===== src/rtl/core/mvm_pkg.sv =====
`timescale 1ns / 1ps
// ----------------------------------------------------------------------------
// mvm_pkg
// Shared types and constants of the matrix-vector multiply block.
// ----------------------------------------------------------------------------
package mvm_pkg;

   localparam logic CMD_LOAD = 1'b0;
   localparam logic CMD_MAC  = 1'b1;

   typedef logic [12:0]        size_type;
   typedef logic [11:0]        row_index_type;
   typedef logic signed [31:0] value_type;
   typedef logic signed [63:0] sum_type;

   localparam size_type SIZE_RESET = 13'd4;

   typedef struct packed {
      logic      command;
      value_type value;
   } req_word_type;

   typedef struct packed {
      row_index_type row_index;
      sum_type       row_sum;
      logic          saturated;
      logic          last_row;
   } rsp_word_type;

   typedef struct packed {
      logic          is_mac;
      logic          end_row;
      logic          last;
      row_index_type row_index;
   } ctrl_type;

endpackage


===== src/rtl/core/mvm_accumulator.sv =====
`timescale 1ns / 1ps
// ----------------------------------------------------------------------------
// mvm_accumulator
// Product register, saturating row accumulator and result register.
// ----------------------------------------------------------------------------
module mvm_accumulator (
   input  logic                  clock,
   input  logic                  reset,
   input  logic                  adv,
   input  logic                  s1_valid,
   input  mvm_pkg::ctrl_type     s1_ctrl,
   input  mvm_pkg::value_type    s1_value,
   input  mvm_pkg::value_type    vec_data,
   output logic                  out_valid_ff,
   output mvm_pkg::rsp_word_type out_word_ff
);

   logic              s2_valid_ff;
   mvm_pkg::ctrl_type s2_ctrl_ff;
   mvm_pkg::sum_type  prod_ff;
   mvm_pkg::sum_type  acc_ff, acc_in;
   logic              ovf_ff, ovf_in;
   mvm_pkg::sum_type  raw_sum;
   mvm_pkg::sum_type  sat_sum;
   logic              clamp;
   logic              emit;

   assign raw_sum = acc_ff + prod_ff;
   assign clamp   = (acc_ff[63] == prod_ff[63]) && (raw_sum[63] != acc_ff[63]);
   assign sat_sum = clamp ? (acc_ff[63] ? {1'b1, 63'b0} : {1'b0, {63{1'b1}}}) : raw_sum;
   assign emit    = s2_valid_ff && s2_ctrl_ff.is_mac && s2_ctrl_ff.end_row;

   always_comb begin
      acc_in = acc_ff;
      ovf_in = ovf_ff;
      if (adv && s2_valid_ff) begin
         if (!s2_ctrl_ff.is_mac || s2_ctrl_ff.end_row) begin
            acc_in = '0;
            ovf_in = 1'b0;
         end else begin
            acc_in = sat_sum;
            ovf_in = ovf_ff | clamp;
         end
      end
   end

   always_ff @(posedge clock) begin
      if (reset) begin
         s2_valid_ff  <= 1'b0;
         out_valid_ff <= 1'b0;
         acc_ff       <= '0;
         ovf_ff       <= 1'b0;
      end else begin
         acc_ff <= acc_in;
         ovf_ff <= ovf_in;
         if (adv) begin
            s2_valid_ff  <= s1_valid;
            out_valid_ff <= emit;
         end
      end
   end

   always_ff @(posedge clock) begin
      if (adv) begin
         s2_ctrl_ff <= s1_ctrl;
         prod_ff    <= mvm_pkg::sum_type'(s1_value) * mvm_pkg::sum_type'(vec_data);
         if (emit) begin
            out_word_ff.row_index <= s2_ctrl_ff.row_index;
            out_word_ff.row_sum   <= sat_sum;
            out_word_ff.saturated <= ovf_ff | clamp;
            out_word_ff.last_row  <= s2_ctrl_ff.last;
         end
      end
   end

   a_emit_shows: assert property (@(posedge clock) disable iff (reset)
      adv && emit |=> out_valid_ff)
      else $error("finished row not presented");

   a_load_clears: assert property (@(posedge clock) disable iff (reset)
      adv && s2_valid_ff && !s2_ctrl_ff.is_mac |=> acc_ff == '0 && !ovf_ff)
      else $error("accumulator not cleared by vector load");

   a_row_end_clears: assert property (@(posedge clock) disable iff (reset)
      adv && emit |=> acc_ff == '0 && !ovf_ff)
      else $error("accumulator not cleared at row end");

endmodule


===== config.mk =====
export PLATFORM = sky130hd
export DESIGN_NAME = mvm_accumulator
export DESIGN_NICKNAME = d
export VERILOG_FILES = /design/src/rtl/core/mvm_pkg.sv /design/src/rtl/core/mvm_accumulator.sv
export SDC_FILE = /design/constraint.sdc
export NUM_CORES = 2
export LEC_CHECK = 0
export ABC_AREA = 0
export ABC_CLOCK_PERIOD_IN_PS = 10550
export BUFFER_PORTS_ARGS = -buffer_cell sky130_fd_sc_hd__buf_4
export CAP_MARGIN = 20
export CORE_MARGIN = 4
export CORE_UTILIZATION = 50
export DETAILED_ROUTE_END_ITERATION = 6
export PLACE_DENSITY = 0.7
export SLEW_MARGIN = 20
export SYNTH_ARGS = -nofsm -noshare
export SYNTH_HDL_FRONTEND = slang
export SYNTH_SLANG_ARGS = --single-unit
export TNS_END_PERCENT = 20

===== constraint.sdc =====
create_clock -name clock -period 10.55 [get_ports clock]
set_input_delay 1.055 -clock clock [delete_from_list [all_inputs] [get_ports clock]]
set_output_delay 1.055 -clock clock [all_outputs]
set_load 0.02 [all_outputs]

==> impl_metrics.csv <==
group,metric,value,unit
global_routing,grt_pass1_vias,36400,
yosys,synthTopCellsByArea,"fa_1 45%, edfxtp_1 9.9%, inv_1 7.9%",
die,die-area,100000,um2
hold_path,holdPathStages,0,
yosys,synth.most_common_cell,"fa_1",
route,postRouteAntennaNets,0,
worst_setup_path,r2r-start,"prod_ff[2]",
clock_network,cts-htree-levels,1,
worst_setup_path,cp_data_required_time,10820,ps
yosys,syn-cell-area,47700,um2
route,drt_iter0_markers,2731,
worst_setup_path,critical_path.most_common_cell,"fa_1",
timing,finalSetupTns,0,ps
global_routing,gr-total-overflow,0,
yosys,synth_ff_type,"edfxtp_1",
run,drv_cap,0,
worst_setup_path,crit_type,"input port to flop",
route,vias,33800,
clock_network,clk_latency,530,ps
yosys,ys_ff_latch,224,
timing,fmax,117,MHz
clock_network,cts_buffer_depth,3,
timing,rsz0062_at_grt,"no",
route,wl,125,mm
worst_setup_path,worst-r2r-setup-slack,4210,ps
yosys,synth_cell_type_count,84,
placed_design,place_congestion,0.932,
yosys,synth.avg_cell_area,9.55,um2
yosys,async_flop_share,0,%
die,die_h,317,um
yosys,syn_nets,6410,
clock_network,cts_buffers,20,
worst_setup_path,arrival,8830,ps
layout,layout-drive-gt1-share,4.82,%
hold_path,hold_start,"s2_ctrl_ff[9]",
worst_setup_path,end_kind,"flop",
yosys,seq_area_frac_synth,12.7,%
clock_network,cts_tree,"yes",
hold_path,hp-class,"flop to flop",
placed_design,port_buffers,161,
worst_setup_path,cp_max_fo,32,
timing,fin_crit,8560,ps
worst_setup_path,slowest_stage,"fa_1",
worst_setup_path,cp_num_buf_inv,8,
die,start_util,50.3,%
global_routing,track_usage,25.5,%
timing,slew_viol_final,0,
worst_setup_path,slowest_delay,820,ps
timing,finalSetupViolCount,0,
layout,fill_cells,8542,
yosys,yosys_warnings,0,
status,status,"finished clean",
layout,area_growth,5.44,%
worst_setup_path,reg2reg_to,"out_word_ff[44]",
route,drc,0,
placed_design,place_hpwl,99.0,mm
clock_network,cts_hold_buffers,0,
yosys,synth_top_area_share,45.5,%
yosys,yosysTopAreaCell,"fa_1",
route,firstDrtPassIters,7,
timing,maxSlewHeadroom,32.0,%
yosys,postSynthCellCount,4996,
timing,worstMarginPinSlew,1020,ps
global_routing,antenna_found_initial,3,
clock_network,root_buffer,"clkbuf_16",
worst_setup_path,r2r_cells,19,
worst_setup_path,cp_top_family,"adder cells",
die,rows,113,
global_routing,grt_max_degree,80,
timing,fin_worst_skew,25.7,ps
route,wire_per_inst,20.2,um
clock_network,clkTransAtPathRegs,70,ps
die,io_pins,162,
timing,period_share,81.2,%
route,viasPerCell,5.46,
die,core-area,94900,um2
hold_path,hold_path_end,"out_word_ff[75]",
clock_network,post_cts.repair.setup_buffers,0,
worst_setup_path,cp-start-kind,"input port",
yosys,synth_edf_count,157,
yosys,netlist_top_cells_count,"1084 x fa_1, 1005 x inv_1, 608 x nand2_1",
clock_network,clock-sinks,224,
timing,final_hold_viol_count,0,
clock_network,cts_resized,0,
layout,nets,6339,
die,die_x,317,um
layout,num_antenna_cells,0,
global_routing,grt_pass1_wl,202,mm
-- worst max path at each step --
stage	depth (start not counted)	start	slack, ps	to
6_report	28	vec_data[5]	1990	prod_ff[59]
3_5_place_dp	24	vec_data[5]	1410	prod_ff[62]
2_1_floorplan	22	vec_data[2]	2240	prod_ff[62]
3_3_place_gp	24	vec_data[5]	1530	prod_ff[62]
5_1_grt	28	vec_data[5]	1480	prod_ff[59]
4_1_cts	24	vec_data[5]	2000	prod_ff[62]
-- final cells by class --
| type | instances | area, um2 | area share [%] |
|---|---|---|---|
| well taps | 1265 | 1580 | 3.15 |
| inverters | 1007 | 3780 | 7.52 |
| multi-input cells | 3499 | 36900 | 73.3 |
| flip-flops and latches | 224 | 6060 | 12.0 |
| repair buffers | 173 | 1320 | 2.62 |
| clock buffers | 28 | 583 | 1.16 |
| clock inverters | 8 | 83.8 | 0.167 |
-- layout by cell type (no fill, tap or decap), types with 14 or more instances in the layout --
master     instances
a31oi_1           19
ha_1             247
and3_1            14
nor2_1           185
a21o_1            63
xnor2_1           83
clkbuf_16         22
o21bai_1          24
nor2b_1           15
edfxtp_1         157
nand3_1           26
xor2_1            38
a21oi_1          202
nand2_1          608
o21ai_0           95
nand4_1           28
fa_1            1084
nand2b_1          18
inv_1           1005
and2_1           527
a22oi_1           26
buf_4            172
dfxtp_1           67
nor3_1            18
-- registers in the layout (all words and copies together), names as in the netlist --
signal        cells
prod_ff          64
acc_ff           64
s2_ctrl_ff       15
out_word_ff      78
out_valid_ff      1
s2_valid_ff       1
ovf_ff            1
-- stage by stage --
step / cell area (um2) / util [%] / std cells / hold slack (ps) / setup slack [ps]
6_report: 50300 / 53.0 / 6204 / 413 / 1990
5_1_grt: 50300 / 53.0 / 6204 / 427 / 1480
4_1_cts: 50300 / 53.0 / 6203 / 416 / 2000
3_5_place_dp: 49600 / 52.3 / 6167 / 406 / 1410
3_3_place_gp: 49600 / 52.3 / 6167 / 402 / 1530
2_1_floorplan: 47700 / - / 4996 / 400 / 2240
-- metal layers --
metal	share of wire, %	vias to the layer above	wire length (um)	GRT usage [%]
met5	0.024	-	30	0
met4	1.5	4	1920	4.37
met3	10	128	12800	5.97
met2	44	1382	54800	39.1
met1	44	17400	55400	37.7
li1	-	15000	-	-
-- kinds of logic after synthesis --
family	after synthesis	share of synthesized area, %
buffers and inverters	1273	10.0
muxes	11	0.231
AOI/OAI and AO/OA	554	7.57
DFF	224	12.7
and+or+nand+nor	1482	15.3
xor gates and xnor gates	121	2.22
adders and majority gates	1331	52.0
Power is left out: the tool's default activity adds up to more than one toggle a clock period on the data nets, which glitch-free logic cannot reach.
