--- src/rtl/core/mvm_pkg.sv ---
`timescale 1ns / 1ps
// ----------------------------------------------------------------------------
// mvm_pkg
// Shared types and constants of the matrix-vector multiply block.
// ----------------------------------------------------------------------------
package mvm_pkg;

   localparam logic CMD_LOAD = 1'b0;
   localparam logic CMD_MAC  = 1'b1;

   typedef logic [12:0]        size_type;
   typedef logic [11:0]        row_index_type;
   typedef logic signed [31:0] value_type;
   typedef logic signed [63:0] sum_type;

   localparam size_type SIZE_RESET = 13'd4;

   typedef struct packed {
      logic      command;
      value_type value;
   } req_word_type;

   typedef struct packed {
      row_index_type row_index;
      sum_type       row_sum;
      logic          saturated;
      logic          last_row;
   } rsp_word_type;

   typedef struct packed {
      logic          is_mac;
      logic          end_row;
      logic          last;
      row_index_type row_index;
   } ctrl_type;

endpackage

--- src/rtl/core/mvm_sequencer.sv ---
`timescale 1ns / 1ps
// ----------------------------------------------------------------------------
// mvm_sequencer
// Load, column and row counters; issues memory accesses and stage-one control.
// ----------------------------------------------------------------------------
module mvm_sequencer #(
   parameter int MAX_SIZE = 4096
) (
   input  logic                        clock,
   input  logic                        reset,
   input  logic                        adv,
   input  logic                        accept,
   input  mvm_pkg::req_word_type       req_word,
   input  mvm_pkg::size_type           size,
   output logic                        wr_en,
   output logic [$clog2(MAX_SIZE)-1:0] wr_addr,
   output mvm_pkg::value_type          wr_data,
   output logic [$clog2(MAX_SIZE)-1:0] rd_addr,
   output logic                        s1_valid_ff,
   output mvm_pkg::ctrl_type           s1_ctrl_ff,
   output mvm_pkg::value_type          s1_value_ff
);

   localparam int AW = $clog2(MAX_SIZE);
   localparam int CW = $clog2(MAX_SIZE + 1);

   logic [CW-1:0] n_eff;
   logic [CW-1:0] load_pos_ff, load_pos_in;
   logic [AW-1:0] col_ff, col_in;
   logic [AW-1:0] row_ff, row_in;
   logic [CW-1:0] col_plus;
   logic [CW-1:0] row_plus;
   logic          end_row;
   logic          last;
   logic          is_mac;
   logic          do_load;

   always_comb begin
      priority if (size == '0) begin
         n_eff = CW'(1);
      end else if (int'(size) > MAX_SIZE) begin
         n_eff = CW'(MAX_SIZE);
      end else begin
         n_eff = CW'(size);
      end
   end

   assign col_plus = CW'(col_ff) + CW'(1);
   assign row_plus = CW'(row_ff) + CW'(1);
   assign end_row  = col_plus >= n_eff;
   assign last     = row_plus >= n_eff;
   assign is_mac   = req_word.command == mvm_pkg::CMD_MAC;
   assign do_load  = accept && !is_mac && (load_pos_ff < n_eff);

   assign wr_en   = do_load;
   assign wr_addr = load_pos_ff[AW-1:0];
   assign wr_data = req_word.value;
   assign rd_addr = col_ff;

   always_comb begin
      load_pos_in = load_pos_ff;
      col_in      = col_ff;
      row_in      = row_ff;
      if (accept) begin
         if (!is_mac) begin
            if (do_load) begin
               load_pos_in = load_pos_ff + CW'(1);
            end
            col_in = '0;
            row_in = '0;
         end else if (end_row) begin
            col_in = '0;
            row_in = last ? '0 : row_plus[AW-1:0];
         end else begin
            col_in = col_plus[AW-1:0];
         end
      end
   end

   always_ff @(posedge clock) begin
      if (reset) begin
         load_pos_ff <= '0;
         col_ff      <= '0;
         row_ff      <= '0;
         s1_valid_ff <= 1'b0;
      end else begin
         load_pos_ff <= load_pos_in;
         col_ff      <= col_in;
         row_ff      <= row_in;
         if (adv) begin
            s1_valid_ff <= accept;
         end
      end
   end

   always_ff @(posedge clock) begin
      if (adv) begin
         s1_ctrl_ff.is_mac    <= is_mac;
         s1_ctrl_ff.end_row   <= end_row;
         s1_ctrl_ff.last      <= last;
         s1_ctrl_ff.row_index <= mvm_pkg::row_index_type'(row_ff);
         s1_value_ff          <= req_word.value;
      end
   end

   a_load_restarts: assert property (@(posedge clock) disable iff (reset)
      accept && !is_mac |=> col_ff == '0 && row_ff == '0)
      else $error("vector load did not restart counters");

   a_last_wraps: assert property (@(posedge clock) disable iff (reset)
      accept && is_mac && end_row && last |=> row_ff == '0)
      else $error("row counter did not wrap after last row");

   a_load_bound: assert property (@(posedge clock) disable iff (reset)
      load_pos_ff <= CW'(MAX_SIZE))
      else $error("load position beyond store depth");

endmodule

--- config.mk ---
export PLATFORM = sky130hd
export DESIGN_NAME = mvm_sequencer
export DESIGN_NICKNAME = d
export VERILOG_FILES = /design/src/rtl/core/mvm_pkg.sv /design/src/rtl/core/mvm_sequencer.sv
export SDC_FILE = /design/constraint.sdc
export NUM_CORES = 1
export LEC_CHECK = 0
export ABC_AREA = 1
export BUFFER_PORTS_ARGS = -buffer_cell sky130_fd_sc_hd__buf_2
export CELL_PAD_IN_SITES_DETAIL_PLACEMENT = 0
export CELL_PAD_IN_SITES_GLOBAL_PLACEMENT = 1
export CORE_AREA = 2 2 123 125
export CTS_BUF_LIST = sky130_fd_sc_hd__clkbuf_4
export DETAILED_ROUTE_END_ITERATION = 16
export DIE_AREA = 0 0 125 127
export GPL_TIMING_DRIVEN = 1
export HOLD_SLACK_MARGIN = 0.02
export MAX_ROUTING_LAYER = met4
export PLACE_DENSITY_LB_ADDON = 0.1
export SYNTH_ARGS = -nofsm -noshare
export SYNTH_HDL_FRONTEND = slang
export SYNTH_SLANG_ARGS = --single-unit
--- constraint.sdc ---
create_clock -name clock -period 3.16 [get_ports clock]
set_input_delay 0.632 -clock clock [delete_from_list [all_inputs] [get_ports clock]]
set_output_delay 0.632 -clock clock [all_outputs]
set_load 0.01 [all_outputs]
==> flow_summary.json <==
{
  "critPathLaunchType": "input port",
  "drv_slew": 0,
  "core_area_um2": 14400,
  "fin_crit_sh_pct": 96.0,
  "start_util_pct": 34.6,
  "vias_per_cell": 4.72,
  "dpl.hpwl_um": 9970,
  "grt_pass1_wl_um": 21100,
  "drv_cap": 0,
  "synthToLayoutAreaGrowth_pct": 26.8,
  "yosys_warnings": 0,
  "relSlewSlack_pct": 42.8,
  "crit_required_ns": 2.53,
  "min_path_type": "in2reg",
  "layout_commonest_cell": "buf_2",
  "h-tree-depth": 3,
  "fp.dieArea_um2": 15900,
  "fin_crit_ns": 3.03,
  "cpPeakStageDelay_ns": 0.24,
  "hold_path_depth": 1,
  "fmax_ghz": 0.330,
  "syn_nets": 688,
  "placedCellCount": 918,
  "io_pins": 155,
  "pwr_density_cell_nw_per_um2": 367,
  "grt_usage_pct": 16.9,
  "clk_path_buf_depth": 2,
  "wl_met3_um": 712,
  "avgSynthCellArea_um2": 8.37,
  "n_antenna_cell": 0,
  "chipWidth_um": 125,
  "numCtsBuffers": 9,
  "antenna_found_initial": 0,
  "grt_start_max_net_pins": 27,
  "rr_worst_depth": 18,
  "layout-drive-gt1-share_pct": 35.6,
  "fill_cells": 1493,
  "die_h_um": 127,
  "insertion_delay_ns": 0.44,
  "layout_common_cells": "154 x buf_2, 109 x nand2_1, 69 x inv_1",
  "stdcell_count": 939,
  "ant_nets": 0,
  "power.leakage_nw": 3.05,
  "remaining_drc_errors": 0,
  "drtPass1Iterations": 4,
  "grt-ovfl-total": 0,
  "multiInputGateArea_um2": 2360,
  "port_buffers": 154,
  "clock_sinks": 85,
  "fin_skew_ns": 0.00906,
  "path_class": "in2out",
  "fp-row-count": 44,
  "critPathSlowestCell": "ha_4",
  "yosys_register_bits": 85,
  "hold_viol": 0,
  "final_util_pct": 43.9,
  "met1_length_um": 5850,
  "yosysSeqAreaShare_pct": 43.5,
  "highest_layer": "met4",
  "globalplace.congestion": 0.859,
  "drtIter0Drc": 171,
  "reg2reg_slack_ns": 0.32,
  "worstHoldStart": "req_word[27]",
  "cp.arrival_ns": 2.40,
  "finalNetCount": 841,
  "synth_cell_types": 30,
  "grt_pass1_vias": 4283,
  "syn_area_um2": 5000,
  "routed_wl_um": 13000,
  "path_cells": "buf_2, nor2_2, nand2_1, nor2_2, nand2_2, nand2_4, nand2_2, ha_4, a21oi_4, nor2_2, a211oi_2, nand2_1, nand2_2, nand3_2, inv_1, buf_2",
  "cts_tree": "done",
  "timing.rr.start": "rd_addr[0]",
  "critical_path.max_fanout": 4,
  "dr_wl_met2_um": 6220,
  "ir_worst_vdd_uv": 228,
  "r2r_end": "row_ff[1]",
  "synthArstFlopShare_pct": 0,
  "syn_inst": 597,
  "hold_end": "s1_value_ff[27]",
  "setup_viol": 0,
  "synth_edf_count": 47,
  "num_vias": 4428,
  "wire_per_inst_um": 13.8,
  "status": "complete, no violations",
  "crit_path_end_kind": "output pin",
  "worst_pin_slew_ns": 0.857,
  "seqCellArea_um2": 2180,
  "root_buffer": "clkbuf_4",
  "synth_ff_type": "edfxtp_1",
  "clk_pin_slew_ns": 0.14
}
flip-flops by register name (all words and copies together), names as in the netlist:
name         flops
s1_value_ff     32
s1_ctrl_ff      15
load_pos_ff     13
rd_addr         12
row_ff          12
s1_valid_ff      1
timing repair:
item,4_1_cts,5_1_grt
resized for setup,3,45
cloned,0,1
hold buffers,0,0
buffers inserted,0,4
pin swaps,0,12
endpoints found under the setup margin,1,25
cell families (layout without fill, tap and decap cells):
logic type,after synthesis,in the layout,share of synthesized area [%]
AO/OA/AOI/OAI,70,70,7.24
XOR/XNOR,13,13,2.28
adder cells (fa/ha/maj),41,41,10.3
buffers and inverters,131,288,13.7
flip-flops,85,85,43.5
AND/OR/NAND/NOR,257,258,23.0
area by class of cell:
cell class,count,area share [%]
clock buffers,10,1.19
clock inverters,6,1.11
inverters,70,4.15
multi-input cells,382,37.3
flip-flops and latches,85,34.4
well taps,184,3.63
repair buffers,202,18.3
synth_stat cells (2+ instances only):
library cell | number | share of area [%]
nand2_1 | 117 | 8.8
inv_1 | 69 | 5.2
nor2_1 | 52 | 3.9
buf_4 | 48 | 7.2
edfxtp_1 | 47 | 28
a21oi_1 | 44 | 4.4
ha_1 | 41 | 10
dfxtp_1 | 38 | 15
nand3_1 | 36 | 3.6
nand4_1 | 24 | 3.0
o21ai_0 | 22 | 2.2
xor2_1 | 10 | 1.8
nor3_1 | 9 | 0.90
clkbuf_1 | 7 | 0.53
nor2_2 | 4 | 0.50
nor4_1 | 4 | 0.50
buf_2 | 3 | 0.30
nand3b_1 | 3 | 0.45
or2_2 | 3 | 0.38
xnor2_1 | 3 | 0.53
a211oi_1 | 2 | 0.30
clkbuf_2 | 2 | 0.20
nand2_2 | 2 | 0.25
per-stage QoR:
stage / setup WS [ns] / setup TNS [ns] / hold WS, ns / total power (W) / cell area [µm²]
after floorplan: 0.0319 / 0 / 0.407 / 0.00150 / 5000
after global placement: -0.0815 / -0.144 / 0.480 / 0.00167 / 5930
after detailed placement: -0.170 / -1.02 / 0.491 / 0.00168 / 5930
after CTS: 0.00202 / 0 / 0.315 / 0.00235 / 6090
after global routing: -0.0116 / -0.0116 / 0.309 / 0.00247 / 6330
final: 0.125 / 0 / 0.362 / 0.00233 / 6330
how the worst max path moves through the flow:
stage             from     to  slack, ns  cells after the start
6_report       size[0]  wr_en       0.13                     16
5_1_grt        size[0]  wr_en      -0.01                     15
4_1_cts        size[4]  wr_en      0.002                     14
3_5_place_dp   size[4]  wr_en      -0.17                     16
3_3_place_gp   size[6]  wr_en      -0.08                     14
2_1_floorplan  size[6]  wr_en       0.03                     16
metal layers:
layer / vias to the layer above / GRT usage (%)
met5: - / -
met4: 0 / 5.16
met3: 11 / 3.10
met2: 130 / 28.7
met1: 2022 / 20.7
li1: 2265 / -
where the power goes:
part           switching (W)  internal, W
logic               0.000237     0.000182
registers          0.0000276      0.00123
clock network       0.000398     0.000255
worst max-delay path, delay by kind of cell:
family / cells / cell delay, ns
AND/OR/NAND/NOR: 10 / 0.89
adder cells (fa/ha/maj): 1 / 0.24
buffers and inverters: 3 / 0.29
AO/OA/AOI/OAI: 2 / 0.34
Note: power is estimated with default switching activity, not from simulation.
